### config.mk
export PLATFORM = sky130hd
export DESIGN_NAME = windowed_mean_sdev_missing_aware
export DESIGN_NICKNAME = d
export VERILOG_FILES = /design/src/rtl/wmsd_pkg.sv /design/src/rtl/wmsd_ram.sv /design/src/rtl/wmsd_stats.sv /design/src/rtl/windowed_mean_sdev_missing_aware.sv
export SDC_FILE = /design/constraint.sdc
export NUM_CORES = 2
export LEC_CHECK = 0
export BUFFER_PORTS_ARGS = -buffer_cell sky130_fd_sc_hd__buf_4
export CAP_MARGIN = 20
export CORE_ASPECT_RATIO = 1.25
export CORE_MARGIN = 10
export CORE_UTILIZATION = 55
export DETAILED_ROUTE_END_ITERATION = 16
export PLACE_DENSITY = 0.75
export SETUP_SLACK_MARGIN = 0.4
export SYNTH_ARGS = -nofsm -noshare
export SYNTH_HDL_FRONTEND = slang
export SYNTH_SLANG_ARGS = --single-unit
### constraint.sdc
create_clock -name clk -period 21.9 [get_ports clk]
set_input_delay 2.19 -clock clk [delete_from_list [all_inputs] [get_ports clk]]
set_output_delay 2.19 -clock clk [all_outputs]
set_load 0.005 [all_outputs]
### src/rtl/wmsd_pkg.sv
// ----------------------------------------------------------------------------
// wmsd_pkg
// Shared types and constants for the windowed mean / sdev block.
// ----------------------------------------------------------------------------
package wmsd_pkg;

  localparam int SAMPLE_W = 16;
  localparam int KH_W     = 4;
  localparam int MEAN_W   = 20;
  localparam int SDEV_W   = 19;
  localparam int FRAC_W   = 4;    // fraction bits of mean and sdev
  localparam int VSCALE_W = 8;    // 256 = 2^(2*FRAC_W) scale on the variance
  localparam logic [KH_W-1:0] KH_RESET = 4'd4;

  // top level sequencer
  typedef enum logic [1:0] {
    ST_IDLE,
    ST_ACC,
    ST_CALC,
    ST_EMIT
  } top_state_t;

  // arithmetic unit sequencer
  typedef enum logic [2:0] {
    SS_IDLE,
    SS_MUL,
    SS_SUB,
    SS_DIV,
    SS_SQRT,
    SS_DONE
  } stat_state_t;

  // statistics handed from the arithmetic unit to the top level
  typedef struct packed {
    logic signed [MEAN_W-1:0] mean;
    logic                     mean_valid;
    logic [SDEV_W-1:0]        sdev;
    logic                     sdev_valid;
  } stat_t;

endpackage

### src/rtl/wmsd_ram.sv
// ----------------------------------------------------------------------------
// wmsd_ram
// Generic single write port, single read port RAM with registered read.
// ----------------------------------------------------------------------------
module wmsd_ram #(
  parameter int WIDTH = 17,
  parameter int DEPTH = 31
) (
  input  logic                     clk,
  input  logic                     we,
  input  logic [$clog2(DEPTH)-1:0] waddr,
  input  logic [WIDTH-1:0]         wdata,
  input  logic                     re,
  input  logic [$clog2(DEPTH)-1:0] raddr,
  output logic [WIDTH-1:0]         rdata
);

  logic [WIDTH-1:0] mem [DEPTH];

  always_ff @(posedge clk) begin
    if (we) begin
      mem[waddr] <= wdata;
    end
    if (re) begin
      rdata <= mem[raddr];
    end
  end

endmodule

### src/rtl/wmsd_stats.sv
// ----------------------------------------------------------------------------
// wmsd_stats
// Mean and standard deviation from window sums: one product stage, two
// bit-serial restoring dividers run side by side, then a 2-bit-per-step
// integer square root.
// ----------------------------------------------------------------------------
module wmsd_stats #(
  parameter int CNT_W = 5
) (
  input  logic                              clk,
  input  logic                              rst,
  input  logic                              start,
  input  logic signed [wmsd_pkg::SAMPLE_W+CNT_W-1:0] sum,
  input  logic [2*wmsd_pkg::SAMPLE_W+CNT_W-1:0]      sumsq,
  input  logic [CNT_W-1:0]                  n,
  output logic                              done,
  output wmsd_pkg::stat_t                   res
);

  localparam int SUM_W = wmsd_pkg::SAMPLE_W + CNT_W;
  localparam int SQ_W  = 2 * wmsd_pkg::SAMPLE_W + CNT_W;
  localparam int NUM_W = SQ_W + CNT_W;
  localparam int VD_W  = NUM_W + wmsd_pkg::VSCALE_W;
  localparam int RT_W  = VD_W / 2;
  localparam int MG_W  = SUM_W - 1;
  localparam int MD_W  = MG_W + wmsd_pkg::FRAC_W;
  localparam int DV_W  = 2 * CNT_W;
  localparam int IT_W  = $clog2(VD_W + 1);

  wmsd_pkg::stat_state_t state, state_next;

  logic [IT_W-1:0]   it;
  logic              neg;
  logic [CNT_W-1:0]  n_r;
  logic [MG_W-1:0]   mag;
  logic [SQ_W-1:0]   sq_r;
  logic [NUM_W-1:0]  prod;
  logic [NUM_W-1:0]  sum2;
  logic [DV_W-1:0]   dn;
  logic [MD_W-1:0]   md;
  logic [CNT_W-1:0]  mrem;
  logic [VD_W-1:0]   vd;
  logic [DV_W-1:0]   vrem;
  logic [RT_W-1:0]   rt;
  logic [RT_W+1:0]   rrem;
  logic [VD_W-1:0]   rx;

  // divider and root steps
  logic [CNT_W:0]    m_r2;
  logic              m_ge;
  logic [DV_W:0]     v_r2;
  logic              v_ge;
  logic [RT_W+3:0]   r_t;
  logic [RT_W+3:0]   r_trial;
  logic              r_ge;
  logic [SUM_W-1:0]  sum_abs;

  assign sum_abs = sum[SUM_W-1] ? SUM_W'(-sum) : SUM_W'(sum);

  assign m_r2    = {mrem, md[MD_W-1]};
  assign m_ge    = m_r2 >= {1'b0, n_r};
  assign v_r2    = {vrem, vd[VD_W-1]};
  assign v_ge    = v_r2 >= {1'b0, dn};
  assign r_t     = {rrem, rx[VD_W-1:VD_W-2]};
  assign r_trial = {2'b00, rt, 2'b01};
  assign r_ge    = r_t >= r_trial;

  // next state
  always_comb begin
    state_next = state;
    case (state)
      wmsd_pkg::SS_IDLE: if (start) state_next = wmsd_pkg::SS_MUL;
      wmsd_pkg::SS_MUL:  state_next = wmsd_pkg::SS_SUB;
      wmsd_pkg::SS_SUB:  state_next = wmsd_pkg::SS_DIV;
      wmsd_pkg::SS_DIV:  if (it == IT_W'(VD_W)) state_next = wmsd_pkg::SS_SQRT;
      wmsd_pkg::SS_SQRT: if (it == IT_W'(RT_W)) state_next = wmsd_pkg::SS_DONE;
      wmsd_pkg::SS_DONE: state_next = wmsd_pkg::SS_IDLE;
      default:           state_next = wmsd_pkg::SS_IDLE;
    endcase
  end

  always_ff @(posedge clk) begin
    if (rst) begin
      state <= wmsd_pkg::SS_IDLE;
    end else begin
      state <= state_next;
    end
  end

  // datapath
  always_ff @(posedge clk) begin
    case (state)
      wmsd_pkg::SS_IDLE: begin
        n_r  <= n;
        neg  <= sum[SUM_W-1];
        mag  <= sum_abs[MG_W-1:0];
        sq_r <= sumsq;
      end
      wmsd_pkg::SS_MUL: begin
        prod <= NUM_W'(n_r * sq_r);
        sum2 <= NUM_W'(mag * mag);
        dn   <= DV_W'(n_r * n_r);
        md   <= {mag, {wmsd_pkg::FRAC_W{1'b0}}};
        mrem <= '0;
        vrem <= '0;
        it   <= '0;
      end
      wmsd_pkg::SS_SUB: begin
        vd <= {NUM_W'(prod - sum2), {wmsd_pkg::VSCALE_W{1'b0}}};
      end
      wmsd_pkg::SS_DIV: begin
        if (it == IT_W'(VD_W)) begin
          rx   <= vd;
          rt   <= '0;
          rrem <= '0;
          it   <= '0;
        end else begin
          vd   <= {vd[VD_W-2:0], v_ge};
          vrem <= v_ge ? DV_W'(v_r2 - {1'b0, dn}) : v_r2[DV_W-1:0];
          if (it < IT_W'(MD_W)) begin
            md   <= {md[MD_W-2:0], m_ge};
            mrem <= m_ge ? CNT_W'(m_r2 - {1'b0, n_r}) : m_r2[CNT_W-1:0];
          end
          it <= it + 1'b1;
        end
      end
      wmsd_pkg::SS_SQRT: begin
        if (it != IT_W'(RT_W)) begin
          rrem <= r_ge ? (RT_W+2)'(r_t - r_trial) : r_t[RT_W+1:0];
          rt   <= {rt[RT_W-2:0], r_ge};
          rx   <= {rx[VD_W-3:0], 2'b00};
          it   <= it + 1'b1;
        end
      end
      default: begin
      end
    endcase
  end

  // results
  logic [wmsd_pkg::MEAN_W-1:0] mean_mag;
  assign mean_mag = md[wmsd_pkg::MEAN_W-1:0];

  assign done           = (state == wmsd_pkg::SS_DONE);
  assign res.mean_valid = (n_r != '0);
  assign res.sdev_valid = (n_r > CNT_W'(2));
  assign res.mean       = !res.mean_valid ? '0 :
                          neg ? $signed(-mean_mag) : $signed(mean_mag);
  assign res.sdev       = res.sdev_valid ? rt[wmsd_pkg::SDEV_W-1:0] : '0;

endmodule

### src/rtl/windowed_mean_sdev_missing_aware.sv
// A gate that completes a window has its window read back from the store RAM,
// then passes the arithmetic unit (product, subtract, divide, root, hand-off)
// before its first result beat shows. Throughput: one gate at a time; beats go
// out one per cycle while out_ready is high, and the next gate is taken the
// cycle after the last beat. A gate that completes no window gives no beat unless
// it ends a short ray. Reset (rst, synchronous) clears control, kernel_half=4.
// ----------------------------------------------------------------------------
// windowed_mean_sdev_missing_aware
// Sliding window mean and standard deviation over radar range gates, with
// missing gates excluded. Gates live in a circular store RAM; each gate's
// window is summed by reading it back, then divided and rooted serially.
// ----------------------------------------------------------------------------
module windowed_mean_sdev_missing_aware #(
  parameter int MAX_HALF = 15,
  parameter int CNT_W    = $clog2(2 * MAX_HALF + 2)
) (
  input  logic                               clk,
  input  logic                               rst,
  input  logic                               cfg_we,
  input  logic [wmsd_pkg::KH_W-1:0]          cfg_data,
  input  logic                               in_valid,
  output logic                               in_ready,
  input  logic signed [wmsd_pkg::SAMPLE_W-1:0] sample,
  input  logic                               missing,
  input  logic                               last_gate,
  output logic                               out_valid,
  input  logic                               out_ready,
  output logic signed [wmsd_pkg::MEAN_W-1:0] gate_mean,
  output logic                               mean_valid,
  output logic [wmsd_pkg::SDEV_W-1:0]        gate_sdev,
  output logic                               sdev_valid,
  output logic [CNT_W-1:0]                   present_count,
  output logic                               too_short,
  output logic                               last_of_run
);

  localparam int DEPTH = 2 * MAX_HALF + 1;
  localparam int AW    = $clog2(DEPTH);
  localparam int ENT_W = wmsd_pkg::SAMPLE_W + 1;
  localparam int GS_W  = $clog2(DEPTH + 2);
  localparam int SUM_W = wmsd_pkg::SAMPLE_W + CNT_W;
  localparam int SQ_W  = 2 * wmsd_pkg::SAMPLE_W + CNT_W;

  wmsd_pkg::top_state_t state, state_next;

  logic [wmsd_pkg::KH_W-1:0] kernel_half;
  logic [AW-1:0]             wp;
  logic [AW-1:0]             rd_ptr;
  logic [CNT_W-1:0]          issued;
  logic                      rd_vld;
  logic [CNT_W-1:0]          kk;
  logic [GS_W-1:0]           gates_seen;
  logic [CNT_W-1:0]          emit_left;
  logic                      short_r;
  logic signed [SUM_W-1:0]   acc_sum;
  logic [SQ_W-1:0]           acc_sq;
  logic [CNT_W-1:0]          acc_n;
  logic                      stat_start;
  logic                      stat_done;
  wmsd_pkg::stat_t           stat_res;
  wmsd_pkg::stat_t           res_r;

  // config register
  always_ff @(posedge clk) begin
    if (rst) begin
      kernel_half <= wmsd_pkg::KH_RESET;
    end else if (cfg_we) begin
      kernel_half <= cfg_data;
    end
  end

  // clamp half width and derive window length
  logic [CNT_W-1:0] h_c;
  logic [CNT_W-1:0] k_c;
  logic [GS_W:0]    c_c;
  logic             full_c;
  logic             first_c;
  logic [CNT_W-1:0] count_c;

  always_comb begin
    if (kernel_half == '0) begin
      h_c = CNT_W'(1);
    end else if (32'(kernel_half) > MAX_HALF) begin
      h_c = CNT_W'(MAX_HALF);
    end else begin
      h_c = CNT_W'(kernel_half);
    end
    k_c     = CNT_W'({h_c, 1'b1});
    c_c     = (GS_W+1)'(gates_seen) + 1'b1;
    full_c  = c_c >= (GS_W+1)'(k_c);
    first_c = c_c == (GS_W+1)'(k_c);
    count_c = (first_c ? CNT_W'(h_c + 1'b1) : CNT_W'(1)) + (last_gate ? h_c : '0);
  end

  logic in_acc;
  logic out_acc;
  logic rd_en;
  logic acc_end;

  assign in_acc  = in_valid && in_ready;
  assign out_acc = out_valid && out_ready;
  assign rd_en   = (state == wmsd_pkg::ST_ACC) && (issued != kk);
  assign acc_end = (state == wmsd_pkg::ST_ACC) && (issued == kk) && !rd_vld;

  // next state
  always_comb begin
    state_next = state;
    case (state)
      wmsd_pkg::ST_IDLE: begin
        if (in_acc) begin
          if (full_c) begin
            state_next = wmsd_pkg::ST_ACC;
          end else if (last_gate) begin
            state_next = wmsd_pkg::ST_EMIT;
          end
        end
      end
      wmsd_pkg::ST_ACC:  if (acc_end) state_next = wmsd_pkg::ST_CALC;
      wmsd_pkg::ST_CALC: if (stat_done) state_next = wmsd_pkg::ST_EMIT;
      wmsd_pkg::ST_EMIT: begin
        if (out_acc && emit_left == CNT_W'(1)) begin
          state_next = wmsd_pkg::ST_IDLE;
        end
      end
      default: state_next = wmsd_pkg::ST_IDLE;
    endcase
  end

  always_ff @(posedge clk) begin
    if (rst) begin
      state <= wmsd_pkg::ST_IDLE;
    end else begin
      state <= state_next;
    end
  end

  // control counters and pointers
  always_ff @(posedge clk) begin
    if (rst) begin
      wp         <= '0;
      gates_seen <= '0;
      rd_vld     <= 1'b0;
      issued     <= '0;
      emit_left  <= '0;
      short_r    <= 1'b0;
    end else begin
      rd_vld <= rd_en;
      if (in_acc) begin
        wp     <= (wp == AW'(DEPTH - 1)) ? '0 : wp + 1'b1;
        rd_ptr <= wp;
        issued <= '0;
        kk     <= k_c;
        if (last_gate) begin
          gates_seen <= '0;
        end else if (full_c) begin
          gates_seen <= GS_W'(k_c + 1'b1);
        end else begin
          gates_seen <= c_c[GS_W-1:0];
        end
        emit_left <= full_c ? count_c : CNT_W'(1);
        short_r   <= !full_c;
      end
      if (rd_en) begin
        rd_ptr <= (rd_ptr == '0) ? AW'(DEPTH - 1) : rd_ptr - 1'b1;
        issued <= issued + 1'b1;
      end
      if (out_acc) begin
        emit_left <= emit_left - 1'b1;
      end
    end
  end

  // window store
  logic [ENT_W-1:0] rdata;

  wmsd_ram #(
    .WIDTH (ENT_W),
    .DEPTH (DEPTH)
  ) u_store (
    .clk   (clk),
    .we    (in_acc),
    .waddr (wp),
    .wdata ({missing, sample}),
    .re    (rd_en),
    .raddr (rd_ptr),
    .rdata (rdata)
  );

  // window sums over the present gates
  logic signed [wmsd_pkg::SAMPLE_W-1:0] rd_sample;
  logic [2*wmsd_pkg::SAMPLE_W-1:0]      rd_sq;

  assign rd_sample = $signed(rdata[wmsd_pkg::SAMPLE_W-1:0]);
  assign rd_sq     = $unsigned((2*wmsd_pkg::SAMPLE_W)'(rd_sample) *
                               (2*wmsd_pkg::SAMPLE_W)'(rd_sample));

  always_ff @(posedge clk) begin
    if (in_acc) begin
      acc_sum <= '0;
      acc_sq  <= '0;
      acc_n   <= '0;
    end else if (rd_vld && !rdata[ENT_W-1]) begin
      acc_sum <= acc_sum + SUM_W'(rd_sample);
      acc_sq  <= acc_sq + SQ_W'(rd_sq);
      acc_n   <= acc_n + 1'b1;
    end
  end

  assign stat_start = acc_end;

  wmsd_stats #(
    .CNT_W (CNT_W)
  ) u_stats (
    .clk   (clk),
    .rst   (rst),
    .start (stat_start),
    .sum   (acc_sum),
    .sumsq (acc_sq),
    .n     (acc_n),
    .done  (stat_done),
    .res   (stat_res)
  );

  // result register, cleared for the short-ray beat
  always_ff @(posedge clk) begin
    if (in_acc) begin
      res_r         <= '0;
      present_count <= '0;
    end else if (stat_done) begin
      res_r         <= stat_res;
      present_count <= acc_n;
    end
  end

  // outputs
  assign in_ready    = (state == wmsd_pkg::ST_IDLE);
  assign out_valid   = (state == wmsd_pkg::ST_EMIT);
  assign gate_mean   = res_r.mean;
  assign mean_valid  = res_r.mean_valid;
  assign gate_sdev   = res_r.sdev;
  assign sdev_valid  = res_r.sdev_valid;
  assign too_short   = short_r;
  assign last_of_run = (emit_left == CNT_W'(1));

endmodule

==> metrics.md <==
| Metric | Value |
|---|---|
| Status | complete, no violations |
| Max-Cap Viols | 0 |
| Worst R2R Setup Slack | 12,620 ps |
| Rows | 149 |
| Post-CTS sizing | 0 |
| DRT iter0 DRCs | 2,787 |
| Root Buffer Master | clkbuf_16 |
| Worst-path clk slew | 60 ps |
| CTS buffer count | 102 |
| Post-CTS Setup Inserts | 0 |
| Layout cell share with drive strength beyond 1 | 0.0811 |
| Max-slew violation count | 0 |
| Fillers | 10,400 |
| Ys Warns | 0 |
| Final ANT Viol Nets | 0 |
| CTS tree | done |
| Number of flops mapped to enable cells by yosys | 903 |
| Layout area overhead | 8.26% |
| Post-synthesis cell type count | 87 |
| Commonest cells post-synth | 903 x edfxtp_1, 887 x inv_1, 748 x nand2_1 |
| Clock Skew | 81.3 ps |
| Final setup fails | 0 |
| Io pins | 77 |
| WL final | 169,000 µm |
| Synthesized area per cell | 11.3 µm² |
| Multi-input logic area | 38,800 µm² |
| Detail Placement HPWL | 123,000 µm |
| Number of synthesized register bits | 1,044 |
| Final #Nets | 7,560 |
| Setup WS pre-CTS | 12,780 ps |
| Vias in the first global route | 50,200 |
| Top-count cell post-synth | edfxtp_1 |
| Final Worst Setup Slack | 12,620 ps |
| Worst slew pin tran | 1100 ps |
| Hold/Removal Path Class | reg -> reg |
| Vias/cell | 5.74 |
| Clock sink total | 1,044 |
| Main area contributors after synthesis | edfxtp_1 37%, fa_1 17%, ha_1 7.9% |
| Full die area | 148,000 µm² |
| Post-route DRC violation count | 0 |
| Starting Density | 0.553 |
| Clk buf depth | 3 |
| Post-synth top area share | 0.372 |
| Ys flop type | edfxtp_1 |
| Syn nets | 7,540 |
| Max transition margin | 0.267 |
| Gr usage total | 0.230 |
| Final period util | 0.424 |
| Post-Syn Instances | 6,427 |
| H-tree levels | 3 |
| CORE AREA | 132,000 µm² |
| Final hold viol count | 0 |
| Post-synth top area cell | edfxtp_1 |
| Setup tns final | 0 ps |
| Worst Path Required | 22,440 ps |
| Initial antenna violation count | 4 |
| Post-route minimum period | 9280 ps |
| Total congestion overflow | 0 |
| Placed cell count | 8,077 |
| First-pass iteration count of the detailed router | 6 |
| Die width | 346 µm |
| Post-route insts no fill | 8,271 |
| Post-synthesis sequential area ratio | 0.411 |
| Area of the mapped netlist | 72,900 µm² |
| CP most frequent cell | fa_1 |
| DR vias | 47,400 |
| Critical-path maximum fanout | 25 |
| CP Capture Type | register |
| RD Place Congestion | 0.941 |
| Largest net degree at the start of global routing | 156 |
| Port Buffers | 76 |
| Global-route wire length before repair | 270,000 µm |
| Unrepaired setup endpoints after global routing | false |
| Number of diodes | 0 |
| Reg area | 29,900 µm² |
| Latest clock arrival within the worst-skew pair | 750 ps |
| Critical path class | reg -> reg |
| Critical-path top delay cell | edfxtp_1 |
| Post-DR wirelength/cell | 20.4 µm |
| Hold buffer count at CTS | 0 |
| Die Span Y | 427 µm |
| Ys async rst share | 0 |
| CP Data Arrival Time | 9820 ps |
| Highest clock rate | 0.108 GHz |
| CP Launch Type | register |
| CP max stage delay | 970 ps |
cell families after synthesis:
kind of cell,share of synthesized area
buffers and inverters,0.0579
adders and majority gates,0.251
xor gates and xnor gates,0.0351
AOI/OAI and AO/OA,0.0793
and+or+nand+nor,0.110
DFF,0.411
muxes,0.0561
state kept, by name (all words and copies together), names as in the netlist, 24 cells and up:
register / flops
u_stats.md: 24
u_stats.rx: 50
u_stats.vd: 50
acc_sq: 37
u_stats.sq_r: 37
u_stats.prod: 42
u_stats.rrem: 27
u_stats.rt: 25
u_store.mem: 527
u_stats.sum2: 39
cell type report:
type                    instances  area share
inverters                     888      0.0422
multi-input cells            4261       0.492
clock inverters                68     0.00937
flip-flops and latches       1044       0.379
well taps                    1736      0.0275
clock buffers                 124      0.0344
repair buffers                150      0.0148
placed cells by master, fill, tap and decap left out, types with 153 or more instances in the layout:
| cell type | Yosys | layout |
|---|---|---|
| and2_1 | 231 | 229 |
| o21ai_0 | 154 | 153 |
| xnor2_1 | 211 | 211 |
| inv_1 | 887 | 887 |
| mux4_2 | 153 | 153 |
| edfxtp_1 | 903 | 903 |
| ha_1 | 458 | 458 |
| nand2_1 | 748 | 747 |
| nor2_1 | 432 | 428 |
| fa_1 | 628 | 628 |
| a21oi_1 | 299 | 296 |
layer usage:
layer	part of all wire	global-route usage	wire length [µm]
met1	0.37	0.255	62000
met4	0.063	0.134	10700
met5	0.00024	0	41
met2	0.52	0.420	87800
met3	0.048	0.0316	8180
path summary, 6_finish.rpt:
| kind | start | endpoint | cells after the start |
|---|---|---|---|
| max | u_store.rdata[15] | acc_sq[34] | 32 |
| min | acc_sq[25] | u_stats.sq_r[25] | 0 |
| max reg2reg | u_store.rdata[15] | acc_sq[34] | 32 |
| min reg2reg | acc_sq[25] | u_stats.sq_r[25] | 0 |
worst max-delay path, delay by kind of cell, from the launching register on:
| kind | cells | cell delay (ps) |
|---|---|---|
| buf+inv | 3 | 570 |
| flops | 1 | 970 |
| fa+ha+maj | 8 | 3320 |
| xor+xnor | 3 | 380 |
| compound gates | 11 | 2800 |
| simple gates | 7 | 1080 |
per-stage QoR:
| step | area [µm²] | hold slack [ps] | utilization |
|---|---|---|---|
| floorplan | 72900 | 429 | - |
| global placement | 75400 | 456 | 0.572 |
| detailed placement | 75400 | 460 | 0.572 |
| CTS | 78900 | 434 | 0.598 |
| global route | 78900 | 456 | 0.599 |
| finish | 78900 | 437 | 0.599 |
Power is left out: the tool's default activity adds up to more than one toggle a clock period on the data nets, which glitch-free logic cannot reach.
